`config.mk`:
```
export PLATFORM = sky130hd
export DESIGN_NAME = imu_angle_packet_parser_flat
export DESIGN_NICKNAME = d
export VERILOG_FILES = /design/src/iapp_pkg.sv /design/src/iapp_if.sv /design/src/iapp_front.sv /design/src/iapp_queue.sv /design/src/iapp_back.sv /design/src/imu_angle_packet_parser.sv /design/src/flat_wrapper.sv
export SDC_FILE = /design/constraint.sdc
export NUM_CORES = 1
export LEC_CHECK = 0
export ABC_AREA = 1
export ABC_CLOCK_PERIOD_IN_PS = 7590
export BUFFER_PORTS_ARGS = -buffer_cell sky130_fd_sc_hd__buf_2
export CORE_UTILIZATION = 58
export DETAILED_ROUTE_END_ITERATION = 12
export HOLD_SLACK_MARGIN = 0.1
export PLACE_DENSITY = 0.87
export RECOVER_POWER = 25
export SYNTH_ARGS = -nofsm -noshare
export SYNTH_HDL_FRONTEND = slang
export SYNTH_SLANG_ARGS = --single-unit
export TNS_END_PERCENT = 1
```
`constraint.sdc`:
```
create_clock -name clk -period 7.59 [get_ports clk]
set_clock_uncertainty 0.05 [all_clocks]
set_input_delay 1.518 -clock clk [delete_from_list [all_inputs] [get_ports clk]]
set_output_delay 1.518 -clock clk [all_outputs]
set_load 0.02 [all_outputs]
```
`src/iapp_pkg.sv`:
```
`default_nettype none
// ----------------------------------------------------------------------------
// iapp_pkg - shared types and constants of the IMU angle packet parser
// Packet geometry, header codes, status codes and the record handed from
// the byte parser to the result stage.
// ----------------------------------------------------------------------------
package iapp_pkg;

	localparam int PACKET_BYTES = 33;
	localparam int FRAME_BYTES  = 11;

	localparam int COUNT_W     = 6;
	localparam int POS_W       = $clog2(FRAME_BYTES);
	localparam int FULL_FRAMES = PACKET_BYTES / FRAME_BYTES;
	localparam int FRAME_W     = $clog2(FULL_FRAMES + 1);

	localparam logic [COUNT_W-1:0] COUNT_MAX  = {COUNT_W{1'b1}};
	localparam logic [COUNT_W-1:0] PACKET_LEN = COUNT_W'(PACKET_BYTES);
	localparam logic [POS_W-1:0]   POS_CSUM   = POS_W'(FRAME_BYTES - 1);
	localparam logic [FRAME_W-1:0] FRAME_LIM  = FRAME_W'(FULL_FRAMES);

	localparam logic [7:0] HEADER_BYTE = 8'h55;
	localparam logic [7:0] ANGLE_TYPE  = 8'h53;

	localparam int RAW_W   = 16;
	localparam int ANGLE_W = 24;
	localparam int N_AXES  = 3;

	// raw * 180 / 32768 degrees equals raw * 180 with 15 fraction bits
	localparam logic signed [ANGLE_W-1:0] DEG_SCALE = 24'sd180;

	localparam int QUEUE_DEPTH = 2;
	localparam int QUEUE_AW    = $clog2(QUEUE_DEPTH);
	localparam int QUEUE_CW    = $clog2(QUEUE_DEPTH + 1);

	typedef enum logic [1:0] {
		STATUS_OK       = 2'd0,
		STATUS_LENGTH   = 2'd1,
		STATUS_NO_FRAME = 2'd2,
		STATUS_CHECKSUM = 2'd3
	} status_t;

	typedef struct packed {
		status_t                      status;
		logic [N_AXES-1:0][RAW_W-1:0] raw;
	} packet_rec_t;

endpackage
`default_nettype wire

```
`src/iapp_if.sv`:
```
`default_nettype none
// ----------------------------------------------------------------------------
// iapp_if - stream channels of the IMU angle packet parser
// Byte input channel and angle result channel, valid/ready handshake.
// ----------------------------------------------------------------------------
interface iapp_byte_if;
	logic       valid;
	logic       ready;
	logic [7:0] byte_value;
	logic       last_byte;

	modport source (output valid, output byte_value, output last_byte, input ready);
	modport sink   (input valid, input byte_value, input last_byte, output ready);
endinterface

interface iapp_angle_if;
	logic               valid;
	logic               ready;
	logic        [1:0]  status;
	logic signed [23:0] roll_degrees;
	logic signed [23:0] pitch_degrees;
	logic signed [23:0] yaw_degrees;

	modport source (output valid, output status, output roll_degrees,
		output pitch_degrees, output yaw_degrees, input ready);
	modport sink   (input valid, input status, input roll_degrees,
		input pitch_degrees, input yaw_degrees, output ready);
endinterface
`default_nettype wire

```
`src/iapp_front.sv`:
```
`default_nettype none
// ----------------------------------------------------------------------------
// iapp_front - byte parser
// Tracks position in packet and frame, checks the angle frame header and
// checksum, collects raw angles and pushes one record per packet.
// ----------------------------------------------------------------------------
module iapp_front (
	input  logic                 clk,
	input  logic                 arst_n,
	iapp_byte_if.sink            bytes,
	input  logic                 full,
	output logic                 push,
	output iapp_pkg::packet_rec_t push_rec
);
	import iapp_pkg::*;

	logic [COUNT_W-1:0]           count_q, count_nx;
	logic [POS_W-1:0]             pos_q, pos_nx;
	logic [FRAME_W-1:0]           frame_q, frame_nx;
	logic [7:0]                   sum_q, sum_nx;
	logic                         match_q, match_nx;
	logic                         decided_q, decided_nx;
	status_t                      code_q, code_nx;
	logic [7:0]                   low_q, low_nx;
	logic [N_AXES-1:0][RAW_W-1:0] raw_q, raw_nx;
	logic                         accept, in_packet, parse_en;
	logic [POS_W-1:0]             pos_m3;
	logic [7:0]                   b;
	status_t                      status;

	assign bytes.ready = !full;
	assign accept      = bytes.valid && bytes.ready;
	assign b           = bytes.byte_value;
	assign in_packet   = count_q < PACKET_LEN;
	assign parse_en    = !decided_q && in_packet && (frame_q < FRAME_LIM);
	assign pos_m3      = pos_q - POS_W'(3);

	always_comb begin
		count_nx   = (count_q == COUNT_MAX) ? count_q : count_q + COUNT_W'(1);
		pos_nx     = pos_q;
		frame_nx   = frame_q;
		sum_nx     = sum_q;
		match_nx   = match_q;
		decided_nx = decided_q;
		code_nx    = code_q;
		low_nx     = low_q;
		raw_nx     = raw_q;

		if (in_packet) begin
			if (pos_q == POS_CSUM) begin
				pos_nx   = '0;
				frame_nx = frame_q + FRAME_W'(1);
			end else begin
				pos_nx = pos_q + POS_W'(1);
			end
		end

		if (parse_en) begin
			if (pos_q == '0) begin
				sum_nx   = b;
				match_nx = (b == HEADER_BYTE);
			end else if (pos_q == POS_CSUM) begin
				if (match_q) begin
					decided_nx = 1'b1;
					code_nx    = (sum_q == b) ? STATUS_OK : STATUS_CHECKSUM;
				end
			end else begin
				sum_nx = sum_q + b;
				if (pos_q == POS_W'(1)) begin
					match_nx = match_q && (b == ANGLE_TYPE);
				end else if (pos_q <= POS_W'(7)) begin
					if (!pos_q[0]) begin
						low_nx = b;
					end else begin
						// odd positions 3, 5, 7 close roll, pitch, yaw
						case (pos_m3[2:1])
							2'd0:    raw_nx[0] = {b, low_q};
							2'd1:    raw_nx[1] = {b, low_q};
							default: raw_nx[2] = {b, low_q};
						endcase
					end
				end
			end
		end
	end

	always_comb begin
		if (count_nx != PACKET_LEN) begin
			status = STATUS_LENGTH;
		end else if (!decided_nx) begin
			status = STATUS_NO_FRAME;
		end else begin
			status = code_nx;
		end
	end

	assign push            = accept && bytes.last_byte;
	assign push_rec.status = status;
	assign push_rec.raw    = raw_nx;

	always_ff @(posedge clk or negedge arst_n) begin
		if (!arst_n) begin
			count_q   <= '0;
			pos_q     <= '0;
			frame_q   <= '0;
			sum_q     <= '0;
			match_q   <= 1'b0;
			decided_q <= 1'b0;
			code_q    <= STATUS_OK;
			low_q     <= '0;
			raw_q     <= '0;
		end else if (accept) begin
			raw_q <= raw_nx;
			if (bytes.last_byte) begin
				// drop all packet state but the raw angles
				count_q   <= '0;
				pos_q     <= '0;
				frame_q   <= '0;
				sum_q     <= '0;
				match_q   <= 1'b0;
				decided_q <= 1'b0;
				code_q    <= STATUS_OK;
				low_q     <= '0;
			end else begin
				count_q   <= count_nx;
				pos_q     <= pos_nx;
				frame_q   <= frame_nx;
				sum_q     <= sum_nx;
				match_q   <= match_nx;
				decided_q <= decided_nx;
				code_q    <= code_nx;
				low_q     <= low_nx;
			end
		end
	end

endmodule
`default_nettype wire

```
`src/iapp_queue.sv`:
```
`default_nettype none
// ----------------------------------------------------------------------------
// iapp_queue - packet record queue
// Short FIFO that decouples the byte parser from the result stage.
// ----------------------------------------------------------------------------
module iapp_queue (
	input  logic                  clk,
	input  logic                  arst_n,
	input  logic                  push,
	input  iapp_pkg::packet_rec_t push_rec,
	output logic                  full,
	output logic                  pop_valid,
	output iapp_pkg::packet_rec_t pop_rec,
	input  logic                  pop
);
	import iapp_pkg::*;

	packet_rec_t           mem_q [QUEUE_DEPTH];
	logic [QUEUE_AW-1:0]   wr_ptr_q, rd_ptr_q;
	logic [QUEUE_CW-1:0]   count_q;
	logic                  do_push, do_pop;

	assign full      = count_q == QUEUE_CW'(QUEUE_DEPTH);
	assign pop_valid = count_q != '0;
	assign pop_rec   = mem_q[rd_ptr_q];
	assign do_push   = push && !full;
	assign do_pop    = pop && pop_valid;

	always_ff @(posedge clk) begin
		if (do_push) begin
			mem_q[wr_ptr_q] <= push_rec;
		end
	end

	always_ff @(posedge clk or negedge arst_n) begin
		if (!arst_n) begin
			wr_ptr_q <= '0;
			rd_ptr_q <= '0;
			count_q  <= '0;
		end else begin
			if (do_push) begin
				wr_ptr_q <= (wr_ptr_q == QUEUE_AW'(QUEUE_DEPTH - 1)) ? '0
					: wr_ptr_q + QUEUE_AW'(1);
			end
			if (do_pop) begin
				rd_ptr_q <= (rd_ptr_q == QUEUE_AW'(QUEUE_DEPTH - 1)) ? '0
					: rd_ptr_q + QUEUE_AW'(1);
			end
			case ({do_push, do_pop})
				2'b10:   count_q <= count_q + QUEUE_CW'(1);
				2'b01:   count_q <= count_q - QUEUE_CW'(1);
				default: count_q <= count_q;
			endcase
		end
	end

endmodule
`default_nettype wire

```
`src/iapp_back.sv`:
```
`default_nettype none
// ----------------------------------------------------------------------------
// iapp_back - result stage
// Converts raw angles to degrees on success, holds the angles and drives
// the registered result channel.
// ----------------------------------------------------------------------------
module iapp_back (
	input  logic                  clk,
	input  logic                  arst_n,
	input  logic                  rec_valid,
	input  iapp_pkg::packet_rec_t rec,
	output logic                  pop,
	iapp_angle_if.source          angles
);
	import iapp_pkg::*;

	logic signed [ANGLE_W-1:0] held_q   [N_AXES];
	logic signed [ANGLE_W-1:0] held_nx  [N_AXES];
	logic signed [ANGLE_W-1:0] raw_ext  [N_AXES];
	logic                      valid_q;
	status_t                   status_q;
	logic signed [ANGLE_W-1:0] roll_q, pitch_q, yaw_q;

	assign pop = rec_valid && (!valid_q || angles.ready);

	always_comb begin
		for (int k = 0; k < N_AXES; k++) begin
			raw_ext[k] = {{(ANGLE_W - RAW_W){rec.raw[k][RAW_W-1]}}, rec.raw[k]};
			held_nx[k] = (rec.status == STATUS_OK) ? raw_ext[k] * DEG_SCALE : held_q[k];
		end
	end

	always_ff @(posedge clk or negedge arst_n) begin
		if (!arst_n) begin
			valid_q <= 1'b0;
			for (int k = 0; k < N_AXES; k++) begin
				held_q[k] <= '0;
			end
		end else if (pop) begin
			valid_q <= 1'b1;
			for (int k = 0; k < N_AXES; k++) begin
				held_q[k] <= held_nx[k];
			end
		end else if (angles.ready) begin
			valid_q <= 1'b0;
		end
	end

	always_ff @(posedge clk) begin
		if (pop) begin
			status_q <= rec.status;
			roll_q   <= held_nx[0];
			pitch_q  <= held_nx[1];
			yaw_q    <= held_nx[2];
		end
	end

	assign angles.valid         = valid_q;
	assign angles.status        = status_q;
	assign angles.roll_degrees  = roll_q;
	assign angles.pitch_degrees = pitch_q;
	assign angles.yaw_degrees   = yaw_q;

endmodule
`default_nettype wire

```
`src/imu_angle_packet_parser.sv`:
```
`default_nettype none
// ----------------------------------------------------------------------------
// imu_angle_packet_parser - IMU angle packet parser, top level
// Byte parser, record queue and result stage.
// ----------------------------------------------------------------------------
// Takes one packet byte per cycle on bytes while bytes.ready is high; the byte
// flagged last_byte ends the packet and yields one result on angles: a status
// and the held roll, pitch and yaw in degrees, signed with 15 fraction bits. The
// first frame of the packet starting 0x55 0x53 decides; held angles change only
// on success. Throughput is one byte per cycle while the record queue has room;
// a result passes through the record queue and then the result registers.
// bytes.ready drops only when the two-entry record queue is full because angles
// is stalled. No clearing pass is needed after reset.
module imu_angle_packet_parser (
	input  logic         clk,
	input  logic         arst_n,
	iapp_byte_if.sink    bytes,
	iapp_angle_if.source angles
);
	import iapp_pkg::*;

	logic        push, full, rec_valid, pop;
	packet_rec_t push_rec, pop_rec;

	iapp_front u_front (
		.clk      (clk),
		.arst_n   (arst_n),
		.bytes    (bytes),
		.full     (full),
		.push     (push),
		.push_rec (push_rec)
	);

	iapp_queue u_queue (
		.clk       (clk),
		.arst_n    (arst_n),
		.push      (push),
		.push_rec  (push_rec),
		.full      (full),
		.pop_valid (rec_valid),
		.pop_rec   (pop_rec),
		.pop       (pop)
	);

	iapp_back u_back (
		.clk       (clk),
		.arst_n    (arst_n),
		.rec_valid (rec_valid),
		.rec       (pop_rec),
		.pop       (pop),
		.angles    (angles)
	);

endmodule
`default_nettype wire
```
`src/flat_wrapper.sv`:
```
// flat-port wrapper written by rule: the top's interface ports become plain ports
module imu_angle_packet_parser_flat import iapp_pkg::*;
  (clk, arst_n, bytes_valid, bytes_byte_value, bytes_last_byte, bytes_ready, angles_valid, angles_status, angles_roll_degrees, angles_pitch_degrees, angles_yaw_degrees, angles_ready);
  iapp_byte_if bytes_i ();
  iapp_angle_if angles_i ();
  input  logic clk;
  input  logic arst_n;
  input wire logic [$bits(bytes_i.valid)-1:0] bytes_valid;
  input wire logic [$bits(bytes_i.byte_value)-1:0] bytes_byte_value;
  input wire logic [$bits(bytes_i.last_byte)-1:0] bytes_last_byte;
  output wire logic [$bits(bytes_i.ready)-1:0] bytes_ready;
  output wire logic [$bits(angles_i.valid)-1:0] angles_valid;
  output wire logic [$bits(angles_i.status)-1:0] angles_status;
  output wire logic [$bits(angles_i.roll_degrees)-1:0] angles_roll_degrees;
  output wire logic [$bits(angles_i.pitch_degrees)-1:0] angles_pitch_degrees;
  output wire logic [$bits(angles_i.yaw_degrees)-1:0] angles_yaw_degrees;
  input wire logic [$bits(angles_i.ready)-1:0] angles_ready;
  assign bytes_i.valid = bytes_valid;
  assign bytes_i.byte_value = bytes_byte_value;
  assign bytes_i.last_byte = bytes_last_byte;
  assign bytes_ready = bytes_i.ready;
  assign angles_valid = angles_i.valid;
  assign angles_status = angles_i.status;
  assign angles_roll_degrees = angles_i.roll_degrees;
  assign angles_pitch_degrees = angles_i.pitch_degrees;
  assign angles_yaw_degrees = angles_i.yaw_degrees;
  assign angles_i.ready = angles_ready;
  imu_angle_packet_parser u_core (.clk(clk), .arst_n(arst_n), .bytes(bytes_i), .angles(angles_i));
endmodule
```
# --- Yosys cells after proc, flatten, opt, wreduce, memory -nomap -nowiden ---
# Memories as Yosys holds them, arrays and structs flattened.
# Cells that the tools add are included.
word_totals:
  n_memories: 1
  mem_bits_rw: 100
  regBits: 231
  input_bits: 13
  output_inout_bits: 76
  wordCells: 139
op_classes:
  mux: 56
  multipliers: 3
  n_addsub: 9
  n_reduce_logical: 29
  order_cmp: 3
  eq_ne: 16
mem_list:
  columns: ["name", "depth", "width", "read_ports", "rd_clocked_by_memory_dff", "write_ports", "line_no", "text"]
  rows:
  - ["u_core.u_queue.mem_q", 2, 50, 1, 0, 1, "iapp_queue.sv:18", "packet_rec_t mem_q [QUEUE_DEPTH];"]
ops:
  columns: ["op", "count"]
  rows:
  - ["48-bit 2-to-1 mux", 6]
  - ["8-bit 2-to-1 mux", 11]
  - ["24-bit 2-to-1 mux", 3]
  - ["16-bit by 7-bit multiplier with 22-bit output, second input constant", 3]
  - ["16-bit 2-to-1 mux", 3]
  - ["2-bit 2-to-1 mux", 11]
  - ["8-bit by 7-bit equality test with 1-bit output, second input constant", 2]
  - ["1-bit 2-to-1 mux", 16]
  - ["2-bit nonzero test", 7]
  - ["4-bit 2-to-1 mux", 3]
  - ["6-bit 2-to-1 mux", 2]
  - ["8-bit adder", 1]
  - ["8-bit equality test", 1]
  - ["1-bit logical AND", 8]
  - ["2-bit != test, second input constant", 4]
  - ["7-bit AND reduction", 1]
  - ["6-bit by 1-bit adder with 6-bit output, second input constant", 1]
  - ["6-bit equality test, second input constant", 1]
  - ["6-bit < comparator, second input constant", 1]
  - ["6-bit != test, second input constant", 1]
  - ["3-bit AND reduction", 2]
  - ["2-bit by 1-bit adder with 2-bit output, second input constant", 2]
  - ["4-bit by 1-bit adder with 4-bit output, second input constant", 1]
  - ["2-bit by 1-bit equality test with 1-bit output, second input constant", 2]
  - ["18 further kinds", 23]

# --- Longest topological paths before layout ---
# Gate-level depths: netlist (run 1).
logic_depth:
  ltp_word: 10
  depth_mapped: 27
  mapped_depth_nobuf: 24

# --- Modules after synthesis ---
# From an unflattened synthesis (run 1), not the netlist that was laid out.
unflattened:
  hier_cells: 2502
  area_unflattened_um2: 21919.8
by_module_without_submodules:
  columns: ["module", "area_per_inst_um2", "instances", "cells_each"]
  rows:
  - ["iapp_back", 12490.7, 1, 1494]
  - ["iapp_front", 4963.5, 1, 715]
  - ["iapp_queue", 4465.5, 1, 293]

# --- Worst setup path before layout (run 1) ---
# No wires, ideal clock.
synth_timing:
  path_type: "input to register"
  startpoint: "in angles_ready"
  endpoint: "reg u_core.u_queue.count_q[1]"
  slack_ps: 2733
  t_arrival_ps: 4676
  cell_stages: 6
  required_time_ps: 7409
  setup_ps: 131
  path_buffers: 0
  cell_sequence: "nor2_1 a21oi_2 ha_1 a21oi_1 o21ai_0 xor2_1"
synth_between:
  elab_chain_len: 5
synth_rtl:
  columns: ["element", "line_no", "text"]
  rows:
  - ["start: declaration", "flat_wrapper.sv:17", "input wire logic [$bits(angles_i.ready)-1:0] angles_ready;"]
  - ["1-bit logical OR (*)", "iapp_back.sv:24", "assign pop = rec_valid && (!valid_q || angles.ready);"]
  - ["1-bit logical AND (*)", "iapp_back.sv:24", null]
  - ["via u_core.pop", "imu_angle_packet_parser.sv:22", "logic push, full, rec_valid, pop;"]
  - ["1-bit logical AND (*)", "iapp_queue.sv:27", "assign do_pop = pop && pop_valid;"]
  - ["2-bit by 1-bit equality test with 1-bit output or 2-bit equality test (tied branches)", "iapp_queue.sv:49", "case ({do_push, do_pop})"]
  - ["2-bit case mux with 2 select lines or 2-bit nonzero test (tied branches)", null, null]
  - ["end signal: assignment", "iapp_queue.sv:50", "2'b10: count_q <= count_q + QUEUE_CW'(1);"]
  - ["end signal: assignment", "iapp_queue.sv:51", "2'b01: count_q <= count_q - QUEUE_CW'(1);"]
  - ["end signal: assignment", "iapp_queue.sv:52", "default: count_q <= count_q;"]
  - ["end: declaration", "iapp_queue.sv:20", "logic [QUEUE_CW-1:0] count_q;"]
# The timed path passes the listed nets; every way through them passes the cells marked *.
# A chain may end at the register's enable or synchronous reset.

==> metrics.txt, run 1 <==
status finished with violations; failing checks capacitance limit, slew limit; worst-margin pin slew about 3.3 ns; final setup fails 0; post-synth design cell area about 0.021 mm²; Mapped Cells between 2000 and 2500; First-pass DRT Iterations 5; Largest stage delay, worst path 0.49 ns; Post-CTS Resized 0; hold crit path type reg -> reg; routed vias/inst ~5.5; post-CTS setup buffer count 0; Crit path top cell by count inv_1; IO buf count 88; syn_area_per_cell 8.97 µm²; Async SR Flop Fraction 47.4%; first-pass GRT wire length 78000 µm; #FFs+latches synth 331; Detailed Route WL 47000 µm; relative slew slack -117%; Final TNS setup 0 ns; Post-synth EDFFs 174; Max Fclk between 150 and 200 MHz; I/O pin count 89; Data required, critical path 7.81 ns; DR vias 15900; CTS Hold Buffers Added 0; Area growth syn-to-layout 9.24%; Syn. warnings 0; RSZ-0062 raised after global routing no; Slowest-stage cell, CP buf_4; core area ~0.035 mm²; predominant post-synthesis flop cell edfxtp_1; Worst setup SP type flop; total CTS buffers 35; GP Congestion approximately 0.9; most common cell after layout, fill and taps aside nand2_1; Iteration-0 DRC Markers 1141; CP max FO 61; Crit. End Element flop; CTS HTree Levels 2; delay-heaviest family, CP adder cells; R2R setup slack approximately 1.7 ns; synth unique cells 46; crit path DAT 6.10 ns; syn nets 2592; largest net degree at the start of global routing 79; initial core utilization about 60%; Worst Path Class, Setup reg -> reg; Site Rows 69; # nets final about 2700; WP buf/inv 6; share of cells above drive strength 1 8.63%; Die W approximately 190 µm; Max-Cap Viols 4; Clk Tree Root Cell clkbuf_16; Final HPWL DP approximately 33000 µm; Max Root-Sink Buffers 3; Die H 191 µm; ant diodes 0; later-pin clock latency in the skew report 0.52 ns; vias in the first global route 15800; DRC viols 0; crit share post-route a little under 80%; CTS tree yes; sequential share of the synthesized area 44.0%; total track usage 26.6%; minimum clock period 5.88 ns; hold_ws 0.426 ns; total gr overflow 0; Final Max Slew Viols between 200 and 250; most frequent cells in the layout 660 x nand2_1, 369 x inv_1, 177 x ha_1, 174 x edfxtp_1, 171 x o21ai_0; die area 0.0367 mm²; Clock Sinks about 330; cell breakdown of the critical path buf_4 -> inv_2 -> or2_2 -> o21ai_0 -> inv_1 -> ha_1 -> ha_1 -> fa_1 -> inv_1 -> fa_1 -> inv_1 -> ha_1 -> a21oi_1 -> inv_1 -> a31oi_1 -> nor2_1 -> nor3_1 -> nand3b_1 -> nand3_1 -> nand2_1; clock slew at reported path FFs 0.06 ns; antenna violations before repair 0; Post-DRT Antenna Nets 0; DR WL/cell 16.3 µm; final hold violation count 0
-- logic make-up (layout without fill, tap and decap cells) --
group | Yosys count | in the layout | share of synthesized area, %
flops | 331 | 331 | 44.0
simple gates | 931 | 931 | 18.5
compound gates | 319 | 319 | 8.89
fa+ha+maj | 259 | 259 | 18.5
xor+xnor | 44 | 44 | 1.85
buf+inv | 434 | 535 | 8.17
mux | 2 | 2 | 0.0962
-- final timing paths --
kind                       cells past startpoint                     start                                   end
max                                           20   u_core.u_queue.rd_ptr_q  u_core.u_back.angles.yaw_degrees[22]
min                                            2  u_core.u_front.raw_q[11]              u_core.u_front.raw_q[11]
max reg2reg                                   20   u_core.u_queue.rd_ptr_q  u_core.u_back.angles.yaw_degrees[22]
min reg2reg                                    2  u_core.u_front.raw_q[11]              u_core.u_front.raw_q[11]
max in group asynchronous                      2                    arst_n              u_core.u_back.held_q[18]
min in group asynchronous                      1                    arst_n              u_core.u_back.held_q[71]
-- cells in the mapped netlist (2+ instances only) --
master	instances	area [µm²]
edfxtp_1	174	5230
xnor2_1	21	184
nand4_1	6	37.5
or2_2	24	150
clkbuf_1	24	90.1
nand2_4	2	22.5
a31oi_1	8	50.1
o22ai_1	8	50.1
ha_1	177	2210
o21bai_1	3	22.5
nand3_2	2	20.0
a21oi_1	63	315
o21ai_0	171	856
dfrtp_1	157	3930
buf_1	8	30.0
buf_2	18	90.1
nor3_1	12	60.1
o31ai_1	2	15.0
xor2_1	23	201
nand3_1	116	581
a21boi_0	3	22.5
nor2_1	88	330
inv_1	369	1390
fa_1	82	1640
o31ai_2	3	37.5
inv_2	5	18.8
mux2i_1	2	20.0
buf_6	4	45.0
nand2_2	3	18.8
o21ai_2	39	342
o21ai_1	8	40.0
nor3b_1	2	15.0
buf_4	5	37.5
nand2_1	659	2470
nand3b_1	13	97.6
a21o_1	6	45.0
-- metrics by stage --
step / setup slack [ns] / utilization, % / cell area, µm² / instances
floorplan: 2.73 / - / 20800 / 2320
global placement: 1.98 / 61.0 / 21600 / 2818
detailed placement: 1.87 / 61.0 / 21600 / 2818
CTS: 1.83 / 64.3 / 22800 / 2882
global route: 0.751 / 64.1 / 22700 / 2882
finish: 1.71 / 64.1 / 22700 / 2882
-- routing by layer --
metal,global-route usage [%],wire length (µm),share of wire [%],vias to the layer above
li1,-,-,-,7594
met1,36.0,20600,44,7598
met2,44.1,22300,47,577
met3,3.93,2900,6.2,88
met4,8.79,1190,2.5,0
met5,0,0,0,-
-- state kept, by name, summed over array words and instances, names as in the netlist, 2 cells and up --
name	cells
u_core.u_back.angles.yaw_degrees	24
u_core.u_front.code_q	2
u_core.u_front.frame_q	2
u_core.u_back.held_q	72
u_core.u_front.raw_q	48
u_core.u_front.pos_q	4
u_core.u_front.count_q	6
u_core.u_back.angles.roll_degrees	24
u_core.u_queue.mem_q	100
u_core.u_front.low_q	8
u_core.u_front.sum_q	8
u_core.u_queue.count_q	2
u_core.u_back.angles.status	2
u_core.u_back.angles.pitch_degrees	24
-- layout make-up --
class	instances	area [µm²]
sequential	331	9150
timing repair buffer	96	472
multi-input combinational	1555	9940
inverter	375	1410
tap	461	577
clock inverter	17	235
fill	2716	12700
clock buffer	47	952
-- worst reg2reg max path, cell delays in order (launching register included) --
cell      delay (ns)
dfrtp_1         0.33
buf_4           0.49
inv_2           0.54
or2_2           0.44
o21ai_0         0.28
inv_1           0.16
ha_1            0.33
ha_1            0.30
fa_1            0.48
inv_1           0.05
fa_1            0.49
inv_1           0.04
ha_1            0.37
a21oi_1         0.27
inv_1           0.06
a31oi_1         0.26
nor2_1          0.07
nor3_1          0.24
nand3b_1        0.16
nand3_1         0.13
nand2_1         0.08
Power of run 1 is left out: the tool's default activity adds up to more than one toggle a clock period on the data nets, which glitch-free logic cannot reach.
==> inputs of run 2 (changes only) <==
ABC_CLOCK_PERIOD_IN_PS = 5900   (was 7590)
clock period = 5.9 ns   (was 7.59 ns; I/O delays follow)
==> run 2 against run 1 <==
  * The flow still finishes with violations (capacitance limit, slew limit)
  * First-iteration DRC count grew 17%
  * Sequential share of layout area is essentially flat
  * Worst hold slack gained 0.0023 ns
  * Clock-buffer cell count grew 5
  * Critical path type unchanged
==> metrics.txt, run 2 (synthesis gave the netlist of run 1 again) <==
clock slew at reported path FFs 0.06 ns (about the same); die area 0.0367 mm² (unchanged); CP max FO 26 (-57%); Data required, critical path 6.12 ns (-1.69 ns); routed vias/inst 5.54 (+0.65%); DR WL/cell 16.1 µm (-1.5%); post-CTS setup buffer count 0 (unchanged); Max-Cap Viols 2 (-2); Final Max Slew Viols 116 (-51%); Clock Sinks 331 (unchanged); CTS Hold Buffers Added 0 (unchanged); Worst Path Class, Setup reg -> reg; initial core utilization 58.7% (unchanged); GP Congestion 0.937 (+1.4%); share of cells above drive strength 1 8.83% (+0.20 points); Site Rows 69 (unchanged); IO buf count 88 (unchanged); Iteration-0 DRC Markers 1335 (+17%); I/O pin count 89 (unchanged); Crit. End Element flop; ant diodes 0 (unchanged); Clk Tree Root Cell clkbuf_16; CTS HTree Levels 2 (unchanged); max reg flops 100 (unchanged); relative slew slack -138% (-21 points); Detailed Route WL 46300 µm (-1.4%); core area 0.0355 mm² (unchanged); crit share post-route 89.2% (+12 points); total CTS buffers 36 (+2.9%); crit path DAT 5.48 ns (-0.62 ns); Die H 191 µm (unchanged); Final TNS setup 0 ns (unchanged); final core occ 64.0% (about the same); Max Fclk 190 MHz (+12%); CTS tree yes; final hold violation count 0 (unchanged); worst-margin pin slew 3.57 ns (+0.317 ns); hold crit path type reg -> reg; status finished with violations; minimum clock period 5.26 ns (-0.615 ns); DR vias 16000 (+0.76%); final setup fails 0 (unchanged); Die W 191 µm (unchanged); most common cell after layout, fill and taps aside nand2_1; Worst setup SP type flop; Area growth syn-to-layout 9.13% (about the same); First-pass DRT Iterations 7 (+2); RSZ-0062 raised after global routing no; Post-CTS Resized 0 (unchanged); Max Root-Sink Buffers 3 (unchanged); # nets final 2668 (+0.075%); largest registers u_core.u_queue.mem_q (100), u_core.u_back.held_q (72), u_core.u_front.raw_q (48); most flop-heavy register u_core.u_queue.mem_q; DRC viols 0 (unchanged); Final HPWL DP 33100 µm (-0.93%); antenna violations before repair 0 (unchanged); largest net degree at the start of global routing 79 (unchanged); total track usage 25.9% (-0.72 points); later-pin clock latency in the skew report 0.53 ns (about the same); Post-DRT Antenna Nets 0 (unchanged); total gr overflow 0 (unchanged); failing checks capacitance limit, slew limit; vias in the first global route 15800 (+0.21%); first-pass GRT wire length 76000 µm (-2.5%); most frequent cells in the layout 660 x nand2_1, 370 x inv_1, 177 x ha_1, 174 x edfxtp_1, 171 x o21ai_0
## run 2: critical path, stage by stage (launching register included)
cell     delay, ns
dfrtp_1       0.38
inv_2         0.35
buf_4         0.34
or2_2         0.16
o21ai_0       0.18
inv_1         0.20
ha_1          0.28
ha_1          0.33
fa_1          0.55
inv_1         0.05
fa_1          0.51
inv_1         0.05
ha_1          0.35
nand2_1       0.11
nor2_1        0.18
nand4_1       0.09
o21ai_0       0.38
nand2_1       0.13
nand2_1       0.09
nand2_1       0.06
nand3_1       0.07
nand2_1       0.08
## run 2: path summary, 6_finish.rpt
check                                    startpoint                                    end  slack [ns]  depth (start not counted)
max                         u_core.u_queue.rd_ptr_q  u_core.u_back.angles.roll_degrees[22]        0.64                         21
min                        u_core.u_front.raw_q[43]               u_core.u_front.raw_q[43]        0.43                          2
max reg2reg                 u_core.u_queue.rd_ptr_q  u_core.u_back.angles.roll_degrees[22]        0.64                         21
min reg2reg                u_core.u_front.raw_q[43]               u_core.u_front.raw_q[43]        0.43                          2
max in group asynchronous                    arst_n              u_core.u_front.count_q[3]        1.23                          2
min in group asynchronous                    arst_n               u_core.u_back.held_q[69]        1.81                          1
## run 2: through the flow
step	hold slack [ns]	instance area (µm²)	setup WS, ns	cells
final	0.428	22700	0.638	2885
after global routing	0.450	22700	0.326	2885
after CTS	0.431	22800	0.662	2885
after detailed placement	0.415	21600	0.747	2819
after global placement	0.411	21600	0.951	2819
after floorplan	0.396	20800	1.21	2320
## run 2: layer usage
layer  vias up  wire (µm)  GRT usage (%)  part of all wire [%]
met3        95       3320           3.98                   7.2
met2       684      22000           43.4                    47
met4         0       1290           9.13                   2.8
met1      7587      19800           34.3                    43
met5         -          0              0                     0
li1       7611          -              -                     -
## run 2: area by class of cell
cell class	instances	area, µm²
inverter	375	1410
tap	461	577
clock inverter	14	120
fill	2631	12800
multi-input combinational	1555	9960
timing repair buffer	97	479
sequential	331	9150
clock buffer	52	1020
Power of run 2 is left out for the same reason.
